[src/sv/cssw_pkg.sv]
// ----------------------------------------------------------------------------
// cssw_pkg
// types and constants shared by the chip-select steering switch files
// ----------------------------------------------------------------------------
package cssw_pkg;

	// configuration register indexes
	localparam int unsigned CFG_COUNT = 3;
	localparam int unsigned CFG_IDX_W = 2;
	localparam int unsigned CFG_DATA_W = 8;

	typedef enum logic [CFG_IDX_W-1:0] {
		CFG_TIMEOUT_TICKS = 2'd0,
		CFG_GREETING_BYTE = 2'd1,
		CFG_VERSION_BYTE  = 2'd2
	} cfg_index_t;

	// register reset values
	localparam logic [7:0] TIMEOUT_TICKS_RST = 8'd125;
	localparam logic [7:0] GREETING_BYTE_RST = 8'hA5;
	localparam logic [7:0] VERSION_BYTE_RST  = 8'h02;

	// pattern reset value and timeout counter ceiling
	localparam logic [7:0] PATTERN_RST = 8'h0f;
	localparam logic [7:0] TIMEOUT_MAX = 8'hff;

	// result queue depth
	localparam int unsigned RES_DEPTH = 2;

	typedef enum logic [1:0] {
		MODE_IDLE   = 2'd0,
		MODE_ARMED  = 2'd1,
		MODE_CONFIG = 2'd2
	} mode_t;

	typedef struct packed {
		logic [7:0] timeout_ticks;
		logic [7:0] greeting_byte;
		logic [7:0] version_byte;
	} cfg_t;

	typedef struct packed {
		logic chip_select;
		logic serial_clock;
		logic serial_in;
		logic tick;
	} sample_t;

	typedef struct packed {
		logic [7:0] port_a_drive;
		logic [1:0] port_b_drive;
		logic       serial_out;
		logic       configuring;
	} result_t;

endpackage

[src/sv/cssw_stream_if.sv]
// ----------------------------------------------------------------------------
// cssw_stream_if
// valid/ready channel carrying one request payload of type T
// ----------------------------------------------------------------------------
interface cssw_stream_if #(
	parameter type T = logic
);
	logic valid;
	logic ready;
	T     payload;

	modport source (output valid, output payload, input ready);
	modport sink (input valid, input payload, output ready);
endinterface

[src/sv/cssw_cfg_regs.sv]
// ----------------------------------------------------------------------------
// cssw_cfg_regs
// configuration register file, write only
// ----------------------------------------------------------------------------
module cssw_cfg_regs (
	input  logic                                 clk,
	input  logic                                 arst_n,
	input  logic                                 cfg_we,
	input  logic [cssw_pkg::CFG_IDX_W-1:0]       cfg_index,
	input  logic [cssw_pkg::CFG_DATA_W-1:0]      cfg_wdata,
	output cssw_pkg::cfg_t                       cfg
);

	cssw_pkg::cfg_t cfg_q;

	// register writes, unknown indexes are dropped
	always_ff @(posedge clk or negedge arst_n) begin
		if (!arst_n) begin
			cfg_q.timeout_ticks <= cssw_pkg::TIMEOUT_TICKS_RST;
			cfg_q.greeting_byte <= cssw_pkg::GREETING_BYTE_RST;
			cfg_q.version_byte  <= cssw_pkg::VERSION_BYTE_RST;
		end else if (cfg_we) begin
			case (cfg_index)
				cssw_pkg::CFG_TIMEOUT_TICKS: cfg_q.timeout_ticks <= cfg_wdata;
				cssw_pkg::CFG_GREETING_BYTE: cfg_q.greeting_byte <= cfg_wdata;
				cssw_pkg::CFG_VERSION_BYTE:  cfg_q.version_byte  <= cfg_wdata;
				default: ;
			endcase
		end
	end

	assign cfg = cfg_q;

endmodule

[src/sv/cssw_core.sv]
// ----------------------------------------------------------------------------
// cssw_core
// edge detection, mode control, spi slave shifter and port pattern state
// ----------------------------------------------------------------------------
module cssw_core (
	input  logic              clk,
	input  logic              arst_n,
	input  logic              accept,
	input  cssw_pkg::sample_t smp,
	input  cssw_pkg::cfg_t    cfg,
	output cssw_pkg::result_t res
);

	cssw_pkg::mode_t mode_q, mode_n;
	logic       prev_sel_q;
	logic       prev_clk_q;
	logic [7:0] shift_q, shift_n;
	logic [2:0] bit_cnt_q, bit_cnt_n;
	logic       byte_cnt_q, byte_cnt_n;
	logic [7:0] first_q, first_n;
	logic [7:0] tmo_q, tmo_n;
	logic [7:0] high_q, high_n;
	logic [7:0] low_q, low_n;
	logic [7:0] port_a_q, port_a_n;
	logic [1:0] port_b_q, port_b_n;

	logic       sel_edge;
	logic       clk_edge;
	logic [7:0] tmo_inc;
	logic [7:0] shift_in;

	// state registers, updated once per accepted request
	always_ff @(posedge clk or negedge arst_n) begin
		if (!arst_n) begin
			mode_q     <= cssw_pkg::MODE_IDLE;
			prev_sel_q <= 1'b1;
			prev_clk_q <= 1'b0;
			shift_q    <= '0;
			bit_cnt_q  <= '0;
			byte_cnt_q <= 1'b0;
			first_q    <= '0;
			tmo_q      <= '0;
			high_q     <= cssw_pkg::PATTERN_RST;
			low_q      <= cssw_pkg::PATTERN_RST;
			port_a_q   <= cssw_pkg::PATTERN_RST;
			port_b_q   <= '0;
		end else if (accept) begin
			mode_q     <= mode_n;
			prev_sel_q <= smp.chip_select;
			prev_clk_q <= smp.serial_clock;
			shift_q    <= shift_n;
			bit_cnt_q  <= bit_cnt_n;
			byte_cnt_q <= byte_cnt_n;
			first_q    <= first_n;
			tmo_q      <= tmo_n;
			high_q     <= high_n;
			low_q      <= low_n;
			port_a_q   <= port_a_n;
			port_b_q   <= port_b_n;
		end
	end

	// pin edges against the previous sample
	assign sel_edge = smp.chip_select != prev_sel_q;
	assign clk_edge = smp.serial_clock != prev_clk_q;
	assign tmo_inc  = (smp.tick && tmo_q != cssw_pkg::TIMEOUT_MAX) ? 8'(tmo_q + 8'd1) : tmo_q;
	assign shift_in = {shift_q[6:0], smp.serial_in};

	// next state
	always_comb begin
		mode_n     = mode_q;
		shift_n    = shift_q;
		bit_cnt_n  = bit_cnt_q;
		byte_cnt_n = byte_cnt_q;
		first_n    = first_q;
		tmo_n      = tmo_q;
		high_n     = high_q;
		low_n      = low_q;
		port_a_n   = port_a_q;
		port_b_n   = port_b_q;
		case (mode_q)
			cssw_pkg::MODE_CONFIG: begin
				tmo_n = tmo_inc;
				if (tmo_inc >= cfg.timeout_ticks) begin
					// exchange abandoned, patterns untouched
					mode_n = cssw_pkg::MODE_IDLE;
				end else if (clk_edge && smp.serial_clock) begin
					shift_n   = shift_in;
					bit_cnt_n = 3'(bit_cnt_q + 3'd1);
					if (bit_cnt_q == 3'd7) begin
						if (!byte_cnt_q) begin
							first_n    = shift_in;
							shift_n    = cfg.version_byte;
							byte_cnt_n = 1'b1;
						end else begin
							low_n      = shift_in;
							high_n     = first_q;
							port_a_n   = first_q;
							port_b_n   = first_q[5:4];
							byte_cnt_n = 1'b0;
							mode_n     = cssw_pkg::MODE_IDLE;
						end
					end
				end
			end
			cssw_pkg::MODE_IDLE, cssw_pkg::MODE_ARMED: begin
				if (sel_edge) begin
					port_a_n = smp.chip_select ? high_q : low_q;
					mode_n   = cssw_pkg::MODE_IDLE;
				end else if (smp.chip_select && clk_edge) begin
					if (smp.serial_clock) begin
						mode_n = cssw_pkg::MODE_ARMED;
					end else if (mode_q == cssw_pkg::MODE_ARMED) begin
						// rise then fall with select high: start exchange
						mode_n     = cssw_pkg::MODE_CONFIG;
						tmo_n      = '0;
						shift_n    = cfg.greeting_byte;
						bit_cnt_n  = '0;
						byte_cnt_n = 1'b0;
					end else begin
						mode_n = cssw_pkg::MODE_IDLE;
					end
				end
			end
			default: mode_n = cssw_pkg::MODE_IDLE;
		endcase
	end

	// result fields show the state after this sample
	always_comb begin
		res.port_a_drive = port_a_n;
		res.port_b_drive = port_b_n;
		res.configuring  = mode_n == cssw_pkg::MODE_CONFIG;
		res.serial_out   = (mode_n == cssw_pkg::MODE_CONFIG) ? shift_n[7] : 1'b0;
	end

endmodule

[src/sv/cssw_res_buf.sv]
// ----------------------------------------------------------------------------
// cssw_res_buf
// small result queue between the core and the result channel
// ----------------------------------------------------------------------------
module cssw_res_buf #(
	parameter int unsigned DEPTH = cssw_pkg::RES_DEPTH
) (
	input  logic              clk,
	input  logic              arst_n,
	input  logic              push,
	input  cssw_pkg::result_t push_data,
	output logic              not_full,
	output logic              out_valid,
	input  logic              out_ready,
	output cssw_pkg::result_t out_data
);

	localparam int unsigned PTR_W = (DEPTH > 1) ? $clog2(DEPTH) : 1;
	localparam int unsigned CNT_W = $clog2(DEPTH + 1);

	cssw_pkg::result_t ent_q [DEPTH];
	logic [PTR_W-1:0]  wr_ptr_q;
	logic [PTR_W-1:0]  rd_ptr_q;
	logic [CNT_W-1:0]  cnt_q;
	logic              pop;

	assign pop       = out_valid && out_ready;
	assign not_full  = cnt_q != CNT_W'(DEPTH);
	assign out_valid = cnt_q != '0;
	assign out_data  = ent_q[rd_ptr_q];

	// entry storage
	always_ff @(posedge clk) begin
		if (push) begin
			ent_q[wr_ptr_q] <= push_data;
		end
	end

	// pointers and fill count
	always_ff @(posedge clk or negedge arst_n) begin
		if (!arst_n) begin
			wr_ptr_q <= '0;
			rd_ptr_q <= '0;
			cnt_q    <= '0;
		end else begin
			if (push) begin
				wr_ptr_q <= (wr_ptr_q == PTR_W'(DEPTH - 1)) ? '0 : PTR_W'(wr_ptr_q + 1'b1);
			end
			if (pop) begin
				rd_ptr_q <= (rd_ptr_q == PTR_W'(DEPTH - 1)) ? '0 : PTR_W'(rd_ptr_q + 1'b1);
			end
			case ({push, pop})
				2'b10:   cnt_q <= CNT_W'(cnt_q + 1'b1);
				2'b01:   cnt_q <= CNT_W'(cnt_q - 1'b1);
				default: cnt_q <= cnt_q;
			endcase
		end
	end

endmodule

[src/sv/chip_select_steering_switch.sv]
// ----------------------------------------------------------------------------
// chip_select_steering_switch
// steers port A/B select pins from chip-select edges, configured over spi
// ----------------------------------------------------------------------------
//  channel  | dir | payload                                          | per request
//  sample   | in  | chip_select, serial_clock, serial_in, tick       | one pin sample
//  result   | out | port_a_drive, port_b_drive, serial_out, config.  | one per sample
//  cfg_*    | in  | cfg_index, cfg_wdata under cfg_we                | one register
//
// one sample is taken per cycle while sample.ready is high; its result is registered in the result queue
// the state update and result logic sit between the sample handshake and a
// two-entry result queue, so samples keep flowing while one result waits
// sample.ready drops only when both queue entries hold untaken results
// reset is asynchronous, no clearing pass; the block is ready right after it
// ----------------------------------------------------------------------------
module chip_select_steering_switch #(
	parameter int unsigned RES_DEPTH = cssw_pkg::RES_DEPTH
) (
	input  logic                            clk,
	input  logic                            arst_n,
	input  logic                            cfg_we,
	input  logic [cssw_pkg::CFG_IDX_W-1:0]  cfg_index,
	input  logic [cssw_pkg::CFG_DATA_W-1:0] cfg_wdata,
	cssw_stream_if.sink                     sample,
	cssw_stream_if.source                   result
);

	cssw_pkg::cfg_t    cfg;
	cssw_pkg::result_t core_res;
	logic              accept;
	logic              not_full;

	assign sample.ready = not_full;
	assign accept       = sample.valid && not_full;

	// configuration registers
	cssw_cfg_regs u_cfg (
		.clk       (clk),
		.arst_n    (arst_n),
		.cfg_we    (cfg_we),
		.cfg_index (cfg_index),
		.cfg_wdata (cfg_wdata),
		.cfg       (cfg)
	);

	// per-sample logic and state
	cssw_core u_core (
		.clk    (clk),
		.arst_n (arst_n),
		.accept (accept),
		.smp    (sample.payload),
		.cfg    (cfg),
		.res    (core_res)
	);

	// result queue
	cssw_res_buf #(
		.DEPTH (RES_DEPTH)
	) u_buf (
		.clk       (clk),
		.arst_n    (arst_n),
		.push      (accept),
		.push_data (core_res),
		.not_full  (not_full),
		.out_valid (result.valid),
		.out_ready (result.ready),
		.out_data  (result.payload)
	);

endmodule

[src/flat_wrapper.sv]
// flat-port wrapper written by rule: the top's interface ports become plain ports
module chip_select_steering_switch_flat 
#(
	parameter int unsigned RES_DEPTH = cssw_pkg::RES_DEPTH
)
  (clk, arst_n, cfg_we, cfg_index, cfg_wdata, sample_valid, sample_payload, sample_ready, result_valid, result_payload, result_ready);
  cssw_stream_if sample_i ();
  cssw_stream_if result_i ();
  input  logic clk;
  input  logic arst_n;
  input  logic cfg_we;
  input  logic [cssw_pkg::CFG_IDX_W-1:0] cfg_index;
  input  logic [cssw_pkg::CFG_DATA_W-1:0] cfg_wdata;
  input wire logic [$bits(sample_i.valid)-1:0] sample_valid;
  input wire logic [$bits(sample_i.payload)-1:0] sample_payload;
  output wire logic [$bits(sample_i.ready)-1:0] sample_ready;
  output wire logic [$bits(result_i.valid)-1:0] result_valid;
  output wire logic [$bits(result_i.payload)-1:0] result_payload;
  input wire logic [$bits(result_i.ready)-1:0] result_ready;
  assign sample_i.valid = sample_valid;
  assign sample_i.payload = sample_payload;
  assign sample_ready = sample_i.ready;
  assign result_valid = result_i.valid;
  assign result_payload = result_i.payload;
  assign result_i.ready = result_ready;
  chip_select_steering_switch #(.RES_DEPTH(RES_DEPTH)) u_core (.clk(clk), .arst_n(arst_n), .cfg_we(cfg_we), .cfg_index(cfg_index), .cfg_wdata(cfg_wdata), .sample(sample_i), .result(result_i));
endmodule
[config.mk]
export PLATFORM = sky130hd
export DESIGN_NAME = chip_select_steering_switch_flat
export DESIGN_NICKNAME = d
export VERILOG_FILES = /design/src/sv/cssw_pkg.sv /design/src/sv/cssw_stream_if.sv /design/src/sv/cssw_cfg_regs.sv /design/src/sv/cssw_core.sv /design/src/sv/cssw_res_buf.sv /design/src/sv/chip_select_steering_switch.sv /design/src/flat_wrapper.sv
export SDC_FILE = /design/constraint.sdc
export NUM_CORES = 1
export LEC_CHECK = 0
export ABC_AREA = 1
export BUFFER_PORTS_ARGS = -buffer_cell sky130_fd_sc_hd__buf_2
export CELL_PAD_IN_SITES_DETAIL_PLACEMENT = 0
export CELL_PAD_IN_SITES_GLOBAL_PLACEMENT = 1
export CORE_ASPECT_RATIO = 0.75
export CORE_UTILIZATION = 38
export CTS_CLUSTER_SIZE = 24
export DETAILED_ROUTE_END_ITERATION = 8
export PLACE_DENSITY = 0.77
export SETUP_SLACK_MARGIN = 0.5
export SYNTH_ARGS = -nofsm -noshare
export SYNTH_HDL_FRONTEND = slang
export SYNTH_SLANG_ARGS = --single-unit
[constraint.sdc]
create_clock -name clk -period 2 [get_ports clk]
set_input_delay 0.3 -clock clk [delete_from_list [all_inputs] [get_ports clk]]
set_output_delay 0.3 -clock clk [all_outputs]
set_load 0.02 [all_outputs]
==> results.cfg, run 1 <==
[cts]
clkLatencyLatePin_ns = 0.27
clockBufferDepth = 2
numCtsBuffers = 3
cts_hold_buf = 0
cts_tree = yes
cts_root_buffer = clkbuf_8
clock-sinks = 25
h-tree-depth = 1
clkSlewWorstSetupHoldPaths_ns = 0.09

[global_routing]
grt_pass1_wl_mm = 5.22
gr-total-overflow = 0
grt.total_usage = 0.160
grt_pass1_vias = 1218
antenna_found_initial = 0
grt_max_degree = 24

[yosys]
synth_mux_area_frac = 0.00732
synth_xor_area_frac = 0.0285
async_flop_share = 0.920
ys_types = 30
synth_top_area_cell = dfrtp_1
synth_area_per_cell_sq_um = 7.85
synthFlopType = dfrtp_1
synth-edff-count = 2
synthTopCellsByArea = dfrtp_1 (26%), nand2_1 (12%), dfstp_2 (12%), ha_1 (8.1%), inv_1 (7.8%)
synth_fa_ha_area_frac = 0.0813
synth-simple-area-share = 0.307
yosys_warnings = 0
ys_ff_latch = 25
syn_nets = 222
synth_top_family_by_area = simple AND/OR/NAND/NOR gates
synth_area_sq_um = 1540
synth_top_area_frac = 0.260
synthCells = 196
synth_compound_area_frac = 0.0699
ys_seq_area_frac = 0.419

[critical_path]
critPathRequiredTime_ns = 2.02
rrSetupSlack_ns = -0.09
slowest_delay_ns = 0.40
critPathKind = flip-flop to flip-flop
start_kind = flip-flop
endpoint_kind = flip-flop
cp_slowest_cell = dfrtp_1
crit_chain = ha_2 > nand2_2 > nor2_4 > nand2_4 > nand2_8 > inv_8 > nand2_2 > and2_4 > ha_4 > nand2_1 > a21oi_1 > nor2_1 > nand4_1 > nor2_1
path_max_fanout = 7
arrival_ns = 2.12

[timing]
setup_tns_ns = -0.213
rsz0062_at_grt = yes
worst_clock_skew_ns = 0.00276
max_freq_mhz = 477
hold-worst-slack_ns = -0.00731
hold_viol_final = 16
finalSetupViolCount = 3
slew_viol_final = 0
tightest_slew_ns = 0.517
fin_ws_ns = -0.0947
slew_headroom = 0.655
layout_min_cycle_time_ns = 2.09
fin_crit_sh = 1.05

[outcome]
status = complete, but fails checks
violations = hold timing, setup timing

[floorplanning]
coreArea_sq_um = 3760
rows = 19
pin_count = 19
dieHeight_um = 57.1
dieArea_sq_um = 4310
die_w_um = 75.5
start_util = 0.410

[final_layout]
antennaDiodeCount = 0
drive_above_1_share = 0.338
final_common_cell = nand2_1
synthToLayoutAreaGrowth_pct = 27.6
layout_common_cells = nand2_1 (43), inv_1 (30), nor2_1 (20), buf_2 (18), dfrtp_1 (16)
final_core_util = 0.523
final_nets = 261

[power_and_ir_drop]
peakVddDrop_v = 0.000586
power_switching_share = 0.388
internal_power_mw = 1.30
clkPwrFrac = 0.143
combPwrFrac = 0.503
power_density_nw_per_um2 = 1080
p_leak_nw = 1.03
p_switching_uw = 825
p_seq_frac = 0.354

[place]
dp_hpwl_mm = 2.35
numPortBuffers = 18
gp_congestion = 0.765

[detailed_routing]
wl_per_cell_um = 10.7
drc = 0
firstDrtPassIters = 4
via_per_inst = 4.48
routed_wl_mm = 3.06
postRouteAntennaNets = 0
vias = 1282
drtIter0Drc = 47

[job]
maxCapViolCount = 0

[hold_path]
hp-class = input port to asynchronous set/reset pin
cell usage after synthesis (2+ instances only):
cell type   n
nand2_2     6
nand2_1    51
xnor2_1     2
inv_1      32
edfxtp_1    2
nand3_1    11
nand4_1     3
a21boi_1    2
a21oi_1    10
dfrtp_1    16
and2_1      2
dfstp_2     7
nand2_4     2
nor2_1     21
o21ai_0     3
ha_1       10
xor2_1      3
what timing repair did:
action                                  in CTS  in global routing
setup buffers                                2                  1
pin swaps                                    2                  5
resized for setup                            7                 18
endpoints found under the setup margin       4                  6
worst max-delay path, delay by kind of cell, from the launching register on:
kind / cells / cell delay [ns]
AND/OR/NAND/NOR: 10 / 0.79
adder cells (fa/ha/maj): 2 / 0.45
flip-flops: 1 / 0.40
AO/OA/AOI/OAI: 1 / 0.12
buffers and inverters: 1 / 0.09
registers in the layout, indices dropped and copies added (netlist names):
| signal | flops |
|---|---|
| u_core.u_buf.wr_ptr_q | 1 |
| u_core.u_core.tmo_q | 8 |
| u_core.u_core.mode_q | 2 |
| u_core.u_core.prev_sel_q | 1 |
| u_core.u_buf.cnt_q | 2 |
| u_core.u_cfg.cfg | 8 |
| u_core.u_buf.rd_ptr_q | 1 |
| u_core.u_buf.ent_q | 2 |
per-stage QoR:
| step | worst slack (ns) | cells | cell area, sq um | total power [mW] |
|---|---|---|---|---|
| floorplan | -0.0581 | 196 | 1550 | 1.39 |
| global placement | -0.0657 | 279 | 1800 | 1.71 |
| detailed placement | -0.126 | 279 | 1800 | 1.71 |
| CTS | -0.0684 | 285 | 1890 | 2.08 |
| global route | -0.258 | 286 | 1960 | 2.32 |
| finish | -0.0947 | 286 | 1960 | 2.13 |
area by class of cell:
class	instances	area [sq um]
inverters	34	135
clock buffers	4	45.0
repair buffers	35	229
fillers	380	1790
well taps	52	65.1
multi-input cells	136	846
flip-flops and latches	25	644
per-layer routing:
layer / global-route usage / share of wire / wire length (um) / up-vias
met2: 0.245 / 0.40 / 1230 / 19
met4: 0.0317 / 0.0052 / 16 / 0
met3: 0.0424 / 0.032 / 98 / 2
met5: 0 / 0 / 0 / -
li1: - / - / - / 689
met1: 0.230 / 0.56 / 1710 / 572
power groups by stage:
stage                     Combinational, mW  Clock [mW]  Sequential, mW
after detailed placement              0.947           0           0.766
after floorplan                       0.620           0           0.765
after global placement                0.946           0           0.761
after CTS                              1.01       0.316           0.750
after global routing                   1.21       0.339           0.770
final                                  1.07       0.303           0.753
final timing paths:
check                                            to                     start  cells past startpoint
setup / recovery           u_core.u_buf.ent_q[1][0]    u_core.u_core.tmo_q[1]                     14
hold / removal               u_core.u_core.tmo_q[7]                    arst_n                      1
setup reg to reg           u_core.u_buf.ent_q[1][0]    u_core.u_core.tmo_q[1]                     14
hold reg to reg            u_core.u_core.prev_sel_q  u_core.u_core.prev_sel_q                      2
max in group asynchronous  u_core.u_core.prev_sel_q                    arst_n                      1
min in group clk               u_core.u_cfg.cfg[22]              cfg_wdata[6]                      3
kinds of logic (layout without fill, tap and decap cells):
group | after synthesis | in the layout
AO/OA/AOI/OAI | 19 | 19
adder cells (fa/ha/maj) | 10 | 10
AND/OR/NAND/NOR | 101 | 101
XOR/XNOR | 5 | 5
flip-flops | 25 | 25
buffers and inverters | 35 | 73
multiplexers | 1 | 1
No activity file was read; power rests on OpenSTA's default activity.
==> run 2: changes to the inputs <==
ABC_AREA = not set   (was 1)
CORE_UTILIZATION = 39   (was 38)
PLACE_DENSITY = 0.75   (was 0.77)
==> run 2 against run 1 <==
Against the previous run: the flow finishes with violations (DRC, setup timing); core utilization rose by 4.2 points; sequential power fell by 13%; sequential share of layout area rose by 1.4 points; hold slack improved by 0.012 ns; clock power fell by 3%; global-route usage rose by 1.7 points; die area fell by 12%; synthesized area fell by 10%.
==> results.cfg, run 2 <==
[floorplanning]
coreArea_sq_um = 3330
pin_count = 19
dieArea_sq_um = 3790
start_util = 0.415
dieHeight_um = 53.6
die_w_um = 70.8
rows = 18

[place]
numPortBuffers = 18
place_area_sq_um = 1710
place_ws_ns = -0.221
gp_congestion = 0.761
dp_hpwl_mm = 2.34

[critical_path]
crit-reg2reg-capture = u_core.u_core.mode_q[1]
start_kind = flip-flop
critPathKind = flip-flop to flip-flop
critPathRequiredTime_ns = 2.16
arrival_ns = 2.34
rrSetupSlack_ns = -0.18
r2r_start = u_core.u_core.tmo_q[1]
r2r_cells = 8
path_max_fanout = 3
endpoint_kind = flip-flop

[outcome]
status = complete, but fails checks
violations = DRC, setup timing

[timing]
finalSetupViolCount = 3
hold_viol_final = 0
max_freq_mhz = 460
fin_crit_sh = 1.09
slew_headroom = 0.647
slew_viol_final = 0
tightest_slew_ns = 0.530
worst_clock_skew_ns = 0.00365
fin_ws_ns = -0.176
hold-worst-slack_ns = 0.00509
layout_min_cycle_time_ns = 2.18
rsz0062_at_grt = yes

[yosys]
synthTopCellsByArea = dfrtp_1 (29%), dfstp_2 (13%), ha_1 (9.0%), xor2_1 (6.3%), mux2_2 (4.9%)
ys_ff_latch = 25
ys_seq_area_frac = 0.466
synth-edff-count = 2
async_flop_share = 0.920
synth_top_area_cell = dfrtp_1
synthFlopType = dfrtp_1
synth_top_area_frac = 0.290
ys_top_cells_by_count = dfrtp_1 (16), nand2_1 (14), ha_1 (10), xor2_1 (10)
synth_most_common_cell = dfrtp_1
synth_area_per_cell_sq_um = 10.5
ys_types = 36
synth_area_sq_um = 1380
yosys_warnings = 0
syn_nets = 158
synthCells = 132

[global_routing]
gr-total-overflow = 0
grt.total_usage = 0.177
grt_pass1_wl_mm = 5.06
grt_pass1_vias = 1089
antenna_found_initial = 0
grt_max_degree = 24

[hold_path]
hp-class = input port to asynchronous set/reset pin

[job]
maxCapViolCount = 0

[detailed_routing]
routed_wl_mm = 3.13
vias = 1077
firstDrtPassIters = 6
wl_per_cell_um = 14.5
drc = 4
drtIter0Drc = 36
postRouteAntennaNets = 0
via_per_inst = 4.99

[final_layout]
antennaDiodeCount = 0
design_area_sq_um = 1880
final_nets = 203
final_common_cell = buf_4
layout_common_cells = buf_4 (22), buf_2 (18), dfrtp_1 (16), nand2_1 (13), xor2_1 (10)
drive_above_1_share = 0.443
synthToLayoutAreaGrowth_pct = 36.1

[cts]
clkSlewWorstSetupHoldPaths_ns = 0.08
cts_tree = yes
h-tree-depth = 1
numCtsBuffers = 3
clockBufferDepth = 2
cts_root_buffer = clkbuf_8
clkLatencyLatePin_ns = 0.26
cts_hold_buf = 0
clock-sinks = 25

[power_and_ir_drop]
p_leak_nw = 0.927
power_density_nw_per_um2 = 756
peakVddDrop_v = 0.000365
-- run 2: cell types whose count changed after synthesis, sizes merged, moves of 2 or more --
cell,delta
a21boi,-2
a21oi,-7
inv,-25
mux2,+6
nand2,-45
nand2b,+2
nand3,-8
nor2,-14
nor3,+3
nor3b,+2
o21ai,+6
xor2,+7
-- run 2: cell type report --
type / count / area [sq um]
Sequential cell: 25 / 644
Multi-Input combinational cell: 97 / 842
Clock buffer: 4 / 45.0
Tap cell: 40 / 50.0
Fill cell: 289 / 1450
Timing Repair Buffer: 41 / 267
Inverter: 9 / 33.8
-- run 2: worst max path at each step --
stage,start,to,slack [ns],depth (start not counted)
5_1_grt,u_core.u_core.tmo_q[0],u_core.u_core.mode_q[1],-0.28,11
4_1_cts,u_core.u_core.tmo_q[0],u_core.u_core.mode_q[1],-0.21,9
3_5_place_dp,u_core.u_core.tmo_q[1],u_core.u_core.mode_q[1],-0.22,9
2_1_floorplan,u_core.u_core.tmo_q[0],u_core.u_core.mode_q[1],-0.14,8
3_3_place_gp,u_core.u_core.tmo_q[1],u_core.u_core.mode_q[1],-0.12,8
6_report,u_core.u_core.tmo_q[1],u_core.u_core.mode_q[1],-0.18,8
-- run 2: cells by family (layout without fill, tap and decap cells) --
| group | after synthesis | after routing | share of synthesized area |
|---|---|---|---|
| xor+xnor | 13 | 13 | 0.0824 |
| mux | 7 | 7 | 0.0597 |
| flops | 25 | 25 | 0.466 |
| compound gates | 20 | 20 | 0.0959 |
| simple gates | 47 | 47 | 0.178 |
| fa+ha+maj | 10 | 10 | 0.0905 |
| buf+inv | 10 | 54 | 0.0271 |
-- run 2: timing repair --
action	CTS	global route
pin swaps	7	8
setup buffers	6	0
endpoints found under the setup margin	7	11
endpoints found under the hold margin	0	0
resized for setup	7	9
-- run 2: per-stage QoR --
step	total power, mW	instances	setup TNS, ns	util
6_report	1.42	216	-0.509	0.565
5_1_grt	1.50	216	-0.831	0.565
4_1_cts	1.41	216	-0.635	0.553
3_5_place_dp	1.07	206	-0.655	0.513
3_3_place_gp	1.04	206	-0.370	0.513
2_1_floorplan	0.950	132	-0.423	-
-- run 2: power by group --
group	internal (mW)	switching [mW]	leakage, nW
Combinational	0.238	0.231	0.601
Sequential	0.610	0.0478	0.303
Clock	0.142	0.153	0.0228
Total	0.990	0.432	0.927
-- run 2: routing by layer --
| layer | track usage | wire [um] | vias up |
|---|---|---|---|
| met5 | 0 | 0 | - |
| met3 | 0.0468 | 138 | 2 |
| li1 | - | - | 547 |
| met1 | 0.228 | 1470 | 508 |
| met2 | 0.309 | 1500 | 20 |
| met4 | 0.0300 | 12 | 0 |
-- run 2: worst max-delay path, stage by stage, from the launching register on --
cell     delay, ns
dfrtp_1       0.40
ha_4          0.16
nand4_4       0.09
nor2_1        0.19
mux2_2        0.37
ha_1          0.29
nand4_1       0.07
o31a_1        0.33
a21o_1        0.16
==> run 3: changes to the inputs <==
--- a/config.mk
+++ b/config.mk
@@ -6,12 +6,13 @@
 export NUM_CORES = 1
 export LEC_CHECK = 0
+export ABC_AREA = 1
 export BUFFER_PORTS_ARGS = -buffer_cell sky130_fd_sc_hd__buf_2
 export CELL_PAD_IN_SITES_DETAIL_PLACEMENT = 0
 export CELL_PAD_IN_SITES_GLOBAL_PLACEMENT = 1
 export CORE_ASPECT_RATIO = 0.75
-export CORE_UTILIZATION = 39
+export CORE_UTILIZATION = 38
 export CTS_CLUSTER_SIZE = 24
 export DETAILED_ROUTE_END_ITERATION = 8
-export PLACE_DENSITY = 0.75
+export PLACE_DENSITY = 0.77
 export SETUP_SLACK_MARGIN = 0.5
 export SYNTH_ARGS = -nofsm -noshare
==> constraint.sdc (replaced) <==
create_clock -name clk -period 2 [get_ports clk]
set_input_delay 0.3 -clock clk [delete_from_list [all_inputs] [get_ports clk]]
set_output_delay 0.3 -clock clk [all_outputs]
set_load 0.05 [all_outputs]
==> run 3 against run 2 <==
Against the previous run: the flow finishes with violations (hold timing, setup timing); sequential cell count unchanged; core utilization is 2.4 points lower; power rose by 65%; first-iteration DRC count up 110%; via count grew 24%; register-to-register slack gained 0.04 ns; non-clock buffer count down 9; combinational power increased to 2.7 times the previous value; global-route usage is 1.0 points lower; hold slack lost 0.0080 ns; critical endpoint is now u_core.u_buf.ent_q[0][0].
==> results.cfg, run 3 (synthesis gave the netlist of run 1 again) <==
[outcome]
status = complete, but fails checks
violations = hold timing, setup timing

[power_and_ir_drop]
p_leak_nw = 1.03
total_power_mw = 2.35
power_density_nw_per_um2 = 1160
peakVddDrop_v = 0.000587

[timing]
fin_ws_ns = -0.138
hold-worst-slack_ns = -0.00295
finalSetupViolCount = 3
tightest_slew_ns = 0.525
hold_viol_final = 10
layout_min_cycle_time_ns = 2.14
worst_clock_skew_ns = 0.00128
fin_crit_sh = 1.07
slew_headroom = 0.650
slew_viol_final = 0
rsz0062_at_grt = yes
max_freq_mhz = 468

[floorplanning]
die_w_um = 75.5
rows = 19
dieHeight_um = 57.1
coreArea_sq_um = 3760
pin_count = 19
dieArea_sq_um = 4310
start_util = 0.410

[final_layout]
final_nets = 258
final_common_cell = nand2_1
design_area_sq_um = 2030
synthToLayoutAreaGrowth_pct = 31.9
drive_above_1_share = 0.364
layout_common_cells = nand2_1 (42), inv_1 (28), nor2_1 (20), buf_2 (18), dfrtp_1 (15)
nFillCells = 374
antennaDiodeCount = 0

[detailed_routing]
routed_wl_mm = 3.34
firstDrtPassIters = 4
via_per_inst = 4.71
drtIter0Drc = 76
postRouteAntennaNets = 0
wl_per_cell_um = 11.8
drc = 0
vias = 1332

[critical_path]
arrival_ns = 2.26
slowest_delay_ns = 0.38
critPathTopFamily = simple AND/OR/NAND/NOR gates
rrSetupSlack_ns = -0.14
crit_buf_inv = 1
crit-reg2reg-capture = u_core.u_buf.ent_q[0][0]
r2r_cells = 12
endpoint_kind = flip-flop
critPathRequiredTime_ns = 2.12
r2r_start = u_core.u_core.tmo_q[0]
crit_chain = ha_2 > nand2_2 > nor2_4 > nand2_4 > nand2_8 > clkinv_8 > a21boi_2 > ha_1 > a21o_1 > nor2_1 > nand4_1 > nor2_1
crit_cells = 12
critPathKind = flip-flop to flip-flop
start_kind = flip-flop
cp_slowest_cell = dfrtp_1
cpMostUsedCell = nor2_1
path_max_fanout = 7

[global_routing]
grt_pass1_wl_mm = 5.42
gr-total-overflow = 0
grt.total_usage = 0.167
grt_max_degree = 24
grt_pass1_vias = 1205
antenna_found_initial = 0

[cts]
clkLatencyLatePin_ns = 0.27
cts_root_buffer = clkbuf_8
clock-sinks = 25
clockBufferDepth = 2
h-tree-depth = 1
numCtsBuffers = 3
clkSlewWorstSetupHoldPaths_ns = 0.09
cts_tree = yes
cts_hold_buf = 0

[place]
place_area_sq_um = 1810
place_ws_ns = -0.143
dp_hpwl_mm = 2.43
gp_congestion = 0.841
numPortBuffers = 18

[job]
maxCapViolCount = 0

[hold_path]
hp-class = input port to asynchronous set/reset pin
==> run 3: final cells by class <==
type / instances / area [sq um] / share of cell area
Sequential cell: 25 / 646 / 0.318
Timing Repair Buffer: 32 / 199 / 0.0980
Inverter: 34 / 145 / 0.0715
Multi-Input combinational cell: 136 / 930 / 0.458
Clock buffer: 4 / 45.0 / 0.0222
Tap cell: 52 / 65.1 / 0.0321
==> run 3: metal layers <==
layer | global-route usage | routed length, um | up-vias
met5 | 0 | 0 | -
met4 | 0.0317 | 16 | 0
met3 | 0.0459 | 157 | 2
met2 | 0.261 | 1580 | 29
met1 | 0.233 | 1590 | 619
li1 | - | - | 682
==> run 3: how the worst max path moves through the flow <==
| stage | startpoint | to | slack, ns |
|---|---|---|---|
| global placement | u_core.u_core.tmo_q[0] | u_core.u_buf.ent_q[0][0] | -0.06 |
| finish | u_core.u_core.tmo_q[0] | u_core.u_buf.ent_q[0][0] | -0.14 |
| CTS | u_core.u_core.tmo_q[0] | u_core.u_buf.ent_q[0][0] | -0.09 |
| floorplan | u_core.u_core.tmo_q[0] | u_core.u_buf.ent_q[0][0] | -0.06 |
| detailed placement | u_core.u_core.tmo_q[0] | u_core.u_buf.ent_q[1][0] | -0.14 |
| global route | u_core.u_core.tmo_q[0] | u_core.u_buf.ent_q[0][0] | -0.28 |
==> run 3: power breakdown <==
part	switching, mW	internal, mW	total [mW]
clock	0.160	0.143	0.303
combinational	0.723	0.528	1.25
sequential	0.123	0.668	0.791
==> run 3: through the flow <==
| step | std cells | util | setup TNS [ns] |
|---|---|---|---|
| 3_5_place_dp | 275 | 0.482 | -0.359 |
| 2_1_floorplan | 196 | - | -0.116 |
| 3_3_place_gp | 275 | 0.482 | -0.120 |
| 6_report | 283 | 0.540 | -0.334 |
| 5_1_grt | 283 | 0.540 | -0.785 |
| 4_1_cts | 281 | 0.506 | -0.216 |
==> run 3: timing repair <==
item / in CTS / in global routing
setup endpoints to repair: 4 / 7
buffers inserted: 2 / 2
cloned: 0 / 0
pin swaps: 4 / 4
gates resized for setup: 7 / 23
